## src/hdl/mpp_pkg.sv

```systemverilog
// types, constants and helper functions shared by the command parser
package mpp_pkg;

  localparam int VALUE_WIDTH = 64;
  localparam int OUT_WIDTH   = 64;

  typedef logic [VALUE_WIDTH-1:0] value_t;

  localparam value_t VAL_MASK = '1;

  localparam logic [2:0] ST_READ      = 3'd0;
  localparam logic [2:0] ST_WRITE     = 3'd1;
  localparam logic [2:0] ST_EXIT      = 3'd2;
  localparam logic [2:0] ST_BAD_PARAM = 3'd3;
  localparam logic [2:0] ST_ILLEGAL   = 3'd4;
  localparam logic [2:0] ST_TOK_COUNT = 3'd5;

  localparam logic [1:0] SZ_1 = 2'd0;
  localparam logic [1:0] SZ_2 = 2'd1;
  localparam logic [1:0] SZ_4 = 2'd2;
  localparam logic [1:0] SZ_8 = 2'd3;

  localparam logic [7:0] CH_NUL   = 8'h00;
  localparam logic [7:0] CH_NL    = 8'h0A;
  localparam logic [7:0] CH_SPACE = 8'h20;
  localparam logic [7:0] CH_ZERO  = 8'h30;
  localparam logic [7:0] CH_NINE  = 8'h39;
  localparam logic [7:0] CH_X     = 8'h78;

  localparam logic [31:0] CMD_MM   = 32'h0000_6D6D;
  localparam logic [31:0] CMD_MM4  = 32'h006D_6D34;
  localparam logic [31:0] CMD_MM1  = 32'h006D_6D31;
  localparam logic [31:0] CMD_MM2  = 32'h006D_6D32;
  localparam logic [31:0] CMD_MM8  = 32'h006D_6D38;
  localparam logic [31:0] CMD_EXIT = 32'h6578_6974;

  localparam logic [2:0] TOK_MAX = 3'd4;
  localparam logic [1:0] LEN_MAX = 2'd3;

  typedef struct packed {
    logic       valid;
    logic [7:0] ch;
  } mpp_byte_t;

  typedef struct packed {
    logic                 valid;
    logic [2:0]           status;
    logic [1:0]           size_code;
    logic [OUT_WIDTH-1:0] address;
    logic [OUT_WIDTH-1:0] write_data;
  } mpp_result_t;

  // {digit valid, nibble}
  function automatic logic [4:0] hex_nibble(input logic [7:0] c);
    logic [4:0] r;
    r = 5'd0;
    if (c >= 8'h30 && c <= 8'h39) begin
      r = {1'b1, c[3:0]};
    end else if ((c >= 8'h61 && c <= 8'h66) || (c >= 8'h41 && c <= 8'h46)) begin
      r = {1'b1, c[3:0] + 4'd9};
    end
    return r;
  endfunction

  function automatic value_t size_mask(input logic [1:0] sz);
    value_t m;
    case (sz)
      SZ_1:    m = value_t'(8'hFF);
      SZ_2:    m = value_t'(16'hFFFF);
      SZ_4:    m = value_t'(32'hFFFF_FFFF);
      default: m = VAL_MASK;
    endcase
    return m;
  endfunction

endpackage

```

## src/hdl/mpp_char_if.sv

```systemverilog
// input channel: one command byte per word
interface mpp_char_if;
  logic       valid;
  logic       ready;
  logic [7:0] char_in;

  modport source (output valid, output char_in, input ready);
  modport sink (input valid, input char_in, output ready);
endinterface

```

## src/hdl/mpp_result_if.sv

```systemverilog
// result channel: one request or status word per line that holds a token
interface mpp_result_if;
  logic        valid;
  logic        ready;
  logic [2:0]  status;
  logic [1:0]  size_code;
  logic [63:0] address;
  logic [63:0] write_data;

  modport source (output valid, output status, output size_code, output address,
                  output write_data, input ready);
  modport sink (input valid, input status, input size_code, input address,
                input write_data, output ready);
endinterface

```

## src/hdl/memory_peek_poke_command_parser_top.sv

```systemverilog
// top level of the memory peek/poke command parser
//
//   channel  | direction | word
//   in_if    | in        | char_in (one command byte)
//   out_if   | out       | status, size_code, address, write_data
//
// one byte per cycle unless a result stall holds it; a byte waits in the input
// register, and a newline's result is registered in the result register.
// rst_n is synchronous and clears all token and line state.
// a waiting result holds the byte stream only while out_if.ready is low;
// the input register keeps one byte during such a stall.
module memory_peek_poke_command_parser_top (
  input logic          clk,
  input logic          rst_n,
  mpp_char_if.sink     in_if,
  mpp_result_if.source out_if
);
  import mpp_pkg::*;

  mpp_byte_t   byte_q;
  mpp_result_t res;
  logic        advance;
  logic        take;

  assign take = byte_q.valid && advance;

  mpp_in_stage u_in (
    .clk      (clk),
    .rst_n    (rst_n),
    .in_valid (in_if.valid),
    .in_char  (in_if.char_in),
    .in_ready (in_if.ready),
    .advance  (advance),
    .byte_q   (byte_q)
  );

  mpp_parser u_parser (
    .clk    (clk),
    .rst_n  (rst_n),
    .byte_q (byte_q),
    .take   (take),
    .res    (res)
  );

  mpp_out_stage u_out (
    .clk            (clk),
    .rst_n          (rst_n),
    .res            (res),
    .take           (take),
    .advance        (advance),
    .out_valid      (out_if.valid),
    .out_ready      (out_if.ready),
    .out_status     (out_if.status),
    .out_size_code  (out_if.size_code),
    .out_address    (out_if.address),
    .out_write_data (out_if.write_data)
  );
endmodule

```

## src/hdl/mpp_in_stage.sv

```systemverilog
// input register for received bytes
module mpp_in_stage (
  input  logic              clk,
  input  logic              rst_n,
  input  logic              in_valid,
  input  logic [7:0]        in_char,
  output logic              in_ready,
  input  logic              advance,
  output mpp_pkg::mpp_byte_t byte_q
);
  import mpp_pkg::*;

  logic       valid_r;
  logic       valid_nxt;
  logic [7:0] char_r;

  assign in_ready = !valid_r || advance;

  always_comb begin
    valid_nxt = valid_r;
    if (in_ready) begin
      valid_nxt = in_valid;
    end
  end

  always_ff @(posedge clk) begin
    if (!rst_n) begin
      valid_r <= 1'b0;
    end else begin
      valid_r <= valid_nxt;
    end
  end

  always_ff @(posedge clk) begin
    if (in_ready && in_valid) begin
      char_r <= in_char;
    end
  end

  assign byte_q.valid = valid_r;
  assign byte_q.ch    = char_r;
endmodule

```

## src/hdl/mpp_parser.sv

```systemverilog
// token state and line decode for the command parser
module mpp_parser (
  input  logic                 clk,
  input  logic                 rst_n,
  input  mpp_pkg::mpp_byte_t   byte_q,
  input  logic                 take,
  output mpp_pkg::mpp_result_t res
);
  import mpp_pkg::*;

  logic        in_token_r, in_token_nxt;
  logic [2:0]  cnt_r, cnt_nxt;
  logic [1:0]  len_r, len_nxt;
  logic [31:0] first_r, first_nxt;
  logic        too_long_r, too_long_nxt;
  logic        hexp_r, hexp_nxt;
  value_t      dec_r, dec_nxt;
  logic        stop_r, stop_nxt;
  value_t      hex_r, hex_nxt;
  logic        inv_r, inv_nxt;
  value_t      addr_r, addr_nxt;
  logic        addr_bad_r, addr_bad_nxt;
  value_t      data_r, data_nxt;
  logic        data_bad_r, data_bad_nxt;

  always_comb begin
    logic [7:0] c;
    logic [4:0] hn;
    logic       is_digit;
    value_t     fin_v;
    logic       fin_bad;
    value_t     addr_e;
    logic       addr_bad_e;
    value_t     data_e;
    logic       data_bad_e;
    logic       is_mm;
    logic [1:0] sz;
    logic [1:0] len_b;
    logic       hexp_b;
    value_t     dec_b;
    logic       stop_b;
    value_t     hex_b;
    logic       inv_b;

    c        = byte_q.ch;
    hn       = hex_nibble(c);
    is_digit = (c >= CH_ZERO) && (c <= CH_NINE);

    in_token_nxt = in_token_r;
    cnt_nxt      = cnt_r;
    len_nxt      = len_r;
    first_nxt    = first_r;
    too_long_nxt = too_long_r;
    hexp_nxt     = hexp_r;
    dec_nxt      = dec_r;
    stop_nxt     = stop_r;
    hex_nxt      = hex_r;
    inv_nxt      = inv_r;
    addr_nxt     = addr_r;
    addr_bad_nxt = addr_bad_r;
    data_nxt     = data_r;
    data_bad_nxt = data_bad_r;
    res          = '0;

    fin_v   = (hexp_r && len_r == LEN_MAX) ? hex_r : dec_r;
    fin_bad = inv_r || (&fin_v);

    addr_e     = (in_token_r && cnt_r == 3'd2) ? fin_v : addr_r;
    addr_bad_e = (in_token_r && cnt_r == 3'd2) ? fin_bad : addr_bad_r;
    data_e     = (in_token_r && cnt_r == 3'd3) ? fin_v : data_r;
    data_bad_e = (in_token_r && cnt_r == 3'd3) ? fin_bad : data_bad_r;

    is_mm = 1'b1;
    sz    = SZ_4;
    if (too_long_r) begin
      is_mm = 1'b0;
    end else if (first_r == CMD_MM || first_r == CMD_MM4) begin
      sz = SZ_4;
    end else if (first_r == CMD_MM1) begin
      sz = SZ_1;
    end else if (first_r == CMD_MM2) begin
      sz = SZ_2;
    end else if (first_r == CMD_MM8) begin
      sz = SZ_8;
    end else begin
      is_mm = 1'b0;
    end

    len_b  = in_token_r ? len_r : 2'd0;
    hexp_b = in_token_r ? hexp_r : 1'b0;
    dec_b  = in_token_r ? dec_r : '0;
    stop_b = in_token_r ? stop_r : 1'b0;
    hex_b  = in_token_r ? hex_r : '0;
    inv_b  = in_token_r ? inv_r : 1'b0;

    if (take) begin
      case (c)
        CH_NUL: begin
        end
        CH_SPACE: begin
          if (in_token_r) begin
            in_token_nxt = 1'b0;
            if (cnt_r == 3'd2) begin
              addr_nxt     = fin_v;
              addr_bad_nxt = fin_bad;
            end else if (cnt_r == 3'd3) begin
              data_nxt     = fin_v;
              data_bad_nxt = fin_bad;
            end
          end
        end
        CH_NL: begin
          if (cnt_r != 3'd0) begin
            res.valid = 1'b1;
            if (!is_mm) begin
              res.status = (!too_long_r && first_r == CMD_EXIT) ? ST_EXIT : ST_ILLEGAL;
            end else if (cnt_r == 3'd2) begin
              if (addr_bad_e) begin
                res.status = ST_BAD_PARAM;
              end else begin
                res.status    = ST_READ;
                res.size_code = sz;
                res.address   = OUT_WIDTH'(addr_e);
              end
            end else if (cnt_r == 3'd3) begin
              if (addr_bad_e || data_bad_e) begin
                res.status = ST_BAD_PARAM;
              end else begin
                res.status     = ST_WRITE;
                res.size_code  = sz;
                res.address    = OUT_WIDTH'(addr_e);
                res.write_data = OUT_WIDTH'(data_e & size_mask(sz));
              end
            end else begin
              res.status = ST_TOK_COUNT;
            end
          end
          in_token_nxt = 1'b0;
          cnt_nxt      = '0;
          len_nxt      = '0;
          first_nxt    = '0;
          too_long_nxt = 1'b0;
          hexp_nxt     = 1'b0;
          dec_nxt      = '0;
          stop_nxt     = 1'b0;
          hex_nxt      = '0;
          inv_nxt      = 1'b0;
          addr_nxt     = '0;
          addr_bad_nxt = 1'b0;
          data_nxt     = '0;
          data_bad_nxt = 1'b0;
        end
        default: begin
          in_token_nxt = 1'b1;
          if (!in_token_r && cnt_r < TOK_MAX) begin
            cnt_nxt = cnt_r + 3'd1;
          end
          if (cnt_nxt == 3'd1) begin
            if (first_r[31:24] != 8'd0) begin
              too_long_nxt = 1'b1;
            end
            first_nxt = {first_r[23:0], c};
          end
          inv_nxt = inv_b || (!hn[4] && c != CH_X);
          dec_nxt  = dec_b;
          stop_nxt = stop_b;
          if (!stop_b) begin
            if (is_digit) begin
              dec_nxt = (dec_b << 3) + (dec_b << 1) + value_t'(c[3:0]);
            end else begin
              stop_nxt = 1'b1;
            end
          end
          hexp_nxt = hexp_b;
          hex_nxt  = hex_b;
          if (len_b == 2'd0) begin
            hexp_nxt = (c == CH_ZERO);
          end else if (len_b == 2'd1) begin
            hexp_nxt = hexp_b && (c == CH_X);
          end else if (hn[4]) begin
            hex_nxt = {hex_b[VALUE_WIDTH-5:0], hn[3:0]};
          end
          len_nxt = (len_b < LEN_MAX) ? len_b + 2'd1 : len_b;
        end
      endcase
    end
  end

  always_ff @(posedge clk) begin
    if (!rst_n) begin
      in_token_r <= 1'b0;
      cnt_r      <= '0;
      len_r      <= '0;
      first_r    <= '0;
      too_long_r <= 1'b0;
      hexp_r     <= 1'b0;
      dec_r      <= '0;
      stop_r     <= 1'b0;
      hex_r      <= '0;
      inv_r      <= 1'b0;
      addr_r     <= '0;
      addr_bad_r <= 1'b0;
      data_r     <= '0;
      data_bad_r <= 1'b0;
    end else begin
      in_token_r <= in_token_nxt;
      cnt_r      <= cnt_nxt;
      len_r      <= len_nxt;
      first_r    <= first_nxt;
      too_long_r <= too_long_nxt;
      hexp_r     <= hexp_nxt;
      dec_r      <= dec_nxt;
      stop_r     <= stop_nxt;
      hex_r      <= hex_nxt;
      inv_r      <= inv_nxt;
      addr_r     <= addr_nxt;
      addr_bad_r <= addr_bad_nxt;
      data_r     <= data_nxt;
      data_bad_r <= data_bad_nxt;
    end
  end
endmodule

```

## src/hdl/mpp_out_stage.sv

```systemverilog
// result register holding one word until the sink takes it
module mpp_out_stage (
  input  logic                 clk,
  input  logic                 rst_n,
  input  mpp_pkg::mpp_result_t res,
  input  logic                 take,
  output logic                 advance,
  output logic                 out_valid,
  input  logic                 out_ready,
  output logic [2:0]           out_status,
  output logic [1:0]           out_size_code,
  output logic [63:0]          out_address,
  output logic [63:0]          out_write_data
);
  import mpp_pkg::*;

  logic        valid_r;
  logic        valid_nxt;
  mpp_result_t data_r;

  assign advance = !valid_r || out_ready;

  always_comb begin
    valid_nxt = valid_r;
    if (advance) begin
      valid_nxt = take && res.valid;
    end
  end

  always_ff @(posedge clk) begin
    if (!rst_n) begin
      valid_r <= 1'b0;
    end else begin
      valid_r <= valid_nxt;
    end
  end

  always_ff @(posedge clk) begin
    if (advance && take && res.valid) begin
      data_r <= res;
    end
  end

  assign out_valid      = valid_r;
  assign out_status     = data_r.status;
  assign out_size_code  = data_r.size_code;
  assign out_address    = data_r.address;
  assign out_write_data = data_r.write_data;
endmodule

```

## src/flat_wrapper.sv

```systemverilog
// flat-port wrapper written by rule: the top's interface ports become plain ports
module memory_peek_poke_command_parser_top_flat import mpp_pkg::*;
  (clk, rst_n, in_if_valid, in_if_char_in, in_if_ready, out_if_valid, out_if_status, out_if_size_code, out_if_address, out_if_write_data, out_if_ready);
  mpp_char_if in_if_i ();
  mpp_result_if out_if_i ();
  input logic clk;
  input logic rst_n;
  input wire logic [$bits(in_if_i.valid)-1:0] in_if_valid;
  input wire logic [$bits(in_if_i.char_in)-1:0] in_if_char_in;
  output wire logic [$bits(in_if_i.ready)-1:0] in_if_ready;
  output wire logic [$bits(out_if_i.valid)-1:0] out_if_valid;
  output wire logic [$bits(out_if_i.status)-1:0] out_if_status;
  output wire logic [$bits(out_if_i.size_code)-1:0] out_if_size_code;
  output wire logic [$bits(out_if_i.address)-1:0] out_if_address;
  output wire logic [$bits(out_if_i.write_data)-1:0] out_if_write_data;
  input wire logic [$bits(out_if_i.ready)-1:0] out_if_ready;
  assign in_if_i.valid = in_if_valid;
  assign in_if_i.char_in = in_if_char_in;
  assign in_if_ready = in_if_i.ready;
  assign out_if_valid = out_if_i.valid;
  assign out_if_status = out_if_i.status;
  assign out_if_size_code = out_if_i.size_code;
  assign out_if_address = out_if_i.address;
  assign out_if_write_data = out_if_i.write_data;
  assign out_if_i.ready = out_if_ready;
  memory_peek_poke_command_parser_top u_core (.clk(clk), .rst_n(rst_n), .in_if(in_if_i), .out_if(out_if_i));
endmodule
```

## config.mk

```make
export PLATFORM = sky130hd
export DESIGN_NAME = memory_peek_poke_command_parser_top_flat
export DESIGN_NICKNAME = d
export VERILOG_FILES = /design/src/hdl/mpp_pkg.sv /design/src/hdl/mpp_char_if.sv /design/src/hdl/mpp_result_if.sv /design/src/hdl/memory_peek_poke_command_parser_top.sv /design/src/hdl/mpp_in_stage.sv /design/src/hdl/mpp_parser.sv /design/src/hdl/mpp_out_stage.sv /design/src/flat_wrapper.sv
export SDC_FILE = /design/constraint.sdc
export NUM_CORES = 1
export LEC_CHECK = 0
export BUFFER_PORTS_ARGS = -buffer_cell sky130_fd_sc_hd__buf_4
export CORE_AREA = 2 2 210 212
export DETAILED_ROUTE_END_ITERATION = 12
export DIE_AREA = 0 0 212 214
export PLACE_DENSITY = 0.76
export SYNTH_ARGS = -nofsm -noshare
export SYNTH_HDL_FRONTEND = slang
export SYNTH_SLANG_ARGS = --single-unit
```

## constraint.sdc

```tcl
create_clock -name clk -period 4.26 [get_ports clk]
set_clock_uncertainty 0.1 [all_clocks]
set_input_delay 0.426 -clock clk [delete_from_list [all_inputs] [get_ports clk]]
set_output_delay 0.426 -clock clk [all_outputs]
set_load 0.01 [all_outputs]
```

==> metrics.cfg <==
[setup_path]
crit_type=flop to flop
path_max_fanout=21
critical_path_arrival_ns=4.38
crit_top_cell=buf_12
cp-end-kind=flop
max_stage_delay_ns=0.46
crit_slowest_cell=dfxtp_1
critPathRequiredTime_ns=4.43
startpoint=u_core.u_parser.len_r[1]
path_cells=nand3_4 -> buf_12 -> mux2i_1 -> nor4_1 -> nand4_1 -> nor3_1 -> a41oi_2 -> and2_4 -> o211ai_2 -> nand3b_4 -> buf_12 -> a211oi_1
r2r-start=u_core.u_parser.len_r[1]
cp-start-kind=flop

[detailed_routing]
ant_nets=0
wl_mm=68.4
viasPerCell=6.18
firstDrtPassIters=7
post_drt_wl_per_cell_um=20.2
num_vias=20898
drtIter0Drc=2644
drc=0

[clock_network]
clk_latency_ns=0.56
clk_pin_slew_ns=0.06
root_buffer=clkbuf_16
htreeDepth=2
numCtsBuffers=44
cts_setup_buffers=0
cts_tree=built
clk_path_buf_depth=3
clock_sinks=443

[min_path]
min_path_type=input port to flop
hp-start=rst_n

[synthesis]
postSynth.asyncResetShare_pct=0
yosys_warnings=0
ys_ff_latch=443
ys_seq_area_share_pct=43.9
synth_cell_types=79
syn_avg_cell_area_um2=8.75
syn_nets=2823
netlist_area_um2=23400
synth-main-ff-cell=dfxtp_1
synthCells=2679
synth_edf_count=141

[floorplanning]
io_pins=147
die-area_um2=45400
die_h_um=214
die_w_um=212
coreArea_um2=42900
start_util_pct=54.6
num_rows=76

[final_layout]
n_fill_cell=3430
layout_commonest_cell=nor2_1
area_delta_synth_final_pct=14.4
drive_above_1_share_pct=12.5
fin_cells=3384
layout_common_cells=396 x nor2_1, 387 x nand2_1, 301 x dfxtp_1, 230 x a21oi_1, 207 x buf_4
n_antenna_cell=0
fin_nets=2908

[outcome]
status=complete, no violations

[pwr]
p_leak_nw=10.8
peakVddDrop_uv=248
p_total_w=0.00855
powerDensity_nw_per_um2=319

[place]
place_inst=3294
dp_hpwl_mm=48.3
gp_congestion=0.961
preCtsSetupSlack_ns=0.183
io_buffer_count=146

[timing]
post-route-period-util_pct=98.8
worst_pin_slew_ns=1.04
finalSetupTns_ns=0
period_needed_ns=4.21
hold_viol_final=0
finalMaxSlewViolations=0
setup_viol=0
fmax_mhz=238
worst_slack_ns=0.0518
whs_ns=0.131
max-slew-margin-rel_pct=30.7

[global_routing]
antenna_found_initial=0
grt_start_max_net_pins=179
first_global_vias=19256
grt_use_total_pct=29.3
grt_overflow=0
grt_pass1_wl_mm=107

[run]
max-cap-violations=0

## cell families (layout without fill, tap and decap cells)
kind of cell / Yosys count / in the layout / synth area share (%)
buf+inv: 229 / 349 / 4.06
fa+ha+maj: 132 / 132 / 7.08
simple gates: 1024 / 1024 / 19.1
compound gates: 715 / 715 / 20.4
mux: 73 / 73 / 3.13
flops: 443 / 443 / 43.9
xor+xnor: 63 / 63 / 2.36
## final timing paths
check | to | slack [ns] | cells after the start
worst max-delay path | u_core.u_out.out_write_data[63] | 0.05 | 12
worst min-delay path | u_core.u_parser.len_r[1] | 0.13 | 3
worst max register to register | u_core.u_out.out_write_data[63] | 0.05 | 12
worst min register to register | u_core.u_parser.addr_r[50] | 0.36 | 2
## registers in the layout, summed over array words and instances, names as in the netlist
name and cells:
u_core.u_parser.addr_r 64, u_core.u_in.valid_r 1, u_core.u_parser.cnt_r 3, u_core.u_parser.dec_r 64
u_core.u_out.out_size_code 2, u_core.u_out.out_write_data 64, u_core.u_parser.first_r 32, u_core.u_parser.hex_r 64
u_core.u_parser.data_bad_r 1, u_core.u_parser.in_token_r 1, u_core.u_parser.too_long_r 1, u_core.u_in.char_r 8
u_core.u_out.out_status 3, u_core.u_parser.data_r 64, u_core.u_out.out_address 64, u_core.u_parser.hexp_r 1
u_core.u_out.out_valid 1, u_core.u_parser.inv_r 1, u_core.u_parser.addr_bad_r 1, u_core.u_parser.stop_r 1
u_core.u_parser.len_r 2
## metal layers
layer | wire length (µm) | vias to the layer above | track usage [%]
li1 | - | 9723 | -
met1 | 29300 | 9925 | 41.3
met2 | 30900 | 1111 | 46.2
met3 | 6120 | 139 | 4.37
met4 | 2150 | 0 | 9.34
met5 | 0 | - | 0
## power by group
part           leakage (nW)  switching [W]  internal [W]
combinational          6.07       0.000182     0.0000773
sequential             4.06      0.0000334       0.00435
clock                 0.695        0.00163       0.00229
total                  10.8        0.00184       0.00671
## synthesized netlist by cell type, types with 5 or more instances
cell | number | share of area, %
a21o_1 | 29 | 0.93
a31oi_1 | 8 | 0.21
nor2b_1 | 11 | 0.29
o21ai_1 | 58 | 1.2
nand2_1 | 388 | 6.2
nand2b_1 | 9 | 0.24
nor3_1 | 26 | 0.56
or4_1 | 7 | 0.22
a211oi_1 | 94 | 3.0
nand4_1 | 29 | 0.77
nand3_1 | 22 | 0.47
and3_1 | 10 | 0.27
dfxtp_1 | 302 | 26
inv_1 | 38 | 0.61
xor2_1 | 18 | 0.67
edfxtp_1 | 141 | 18
xnor2_1 | 45 | 1.7
mux2i_1 | 71 | 3.0
or3_1 | 6 | 0.16
buf_6 | 8 | 0.38
o31ai_1 | 5 | 0.16
o22ai_1 | 5 | 0.13
clkbuf_1 | 168 | 2.7
o21ai_0 | 53 | 1.1
buf_2 | 7 | 0.15
nor2_1 | 398 | 6.4
a211oi_2 | 40 | 2.1
o21bai_1 | 13 | 0.42
nor4_1 | 20 | 0.53
buf_4 | 6 | 0.19
and2_1 | 71 | 1.9
a21boi_1 | 5 | 0.16
a22oi_1 | 123 | 3.9
ha_1 | 131 | 7.0
a21oi_1 | 231 | 4.9
## cell type report
| cell class | instances | area (µm²) | area share, % |
|---|---|---|---|
| Clock buffer | 61 | 1210 | 4.50 |
| Tap cell | 585 | 732 | 2.73 |
| Timing Repair Buffer | 230 | 1920 | 7.18 |
| Clock inverter | 20 | 231 | 0.864 |
| Sequential cell | 443 | 10300 | 38.4 |
| Inverter | 38 | 151 | 0.565 |
| Multi-Input combinational cell | 2007 | 12300 | 45.8 |
## metrics by stage
step                      instance area, µm²  util [%]
after floorplan                        23400         -
after global placement                 25300      58.9
after detailed placement               25300      58.9
after CTS                              26800      62.5
after global routing                   26800      62.5
final                                  26800      62.5
## critical path, delay by kind of cell, from the launching register on
kind	cells	cell delay, ns
simple gates	6	1.94
mux	1	0.29
buf+inv	2	0.50
flops	1	0.46
compound gates	3	0.61
## what timing repair did
action / in CTS / in global routing
hold buffers: 9 / 0
endpoints found under the hold margin: 9 / 0
resized for setup: 0 / 6
endpoints found under the setup margin: 0 / 11
No activity file was read; power rests on OpenSTA's default activity.
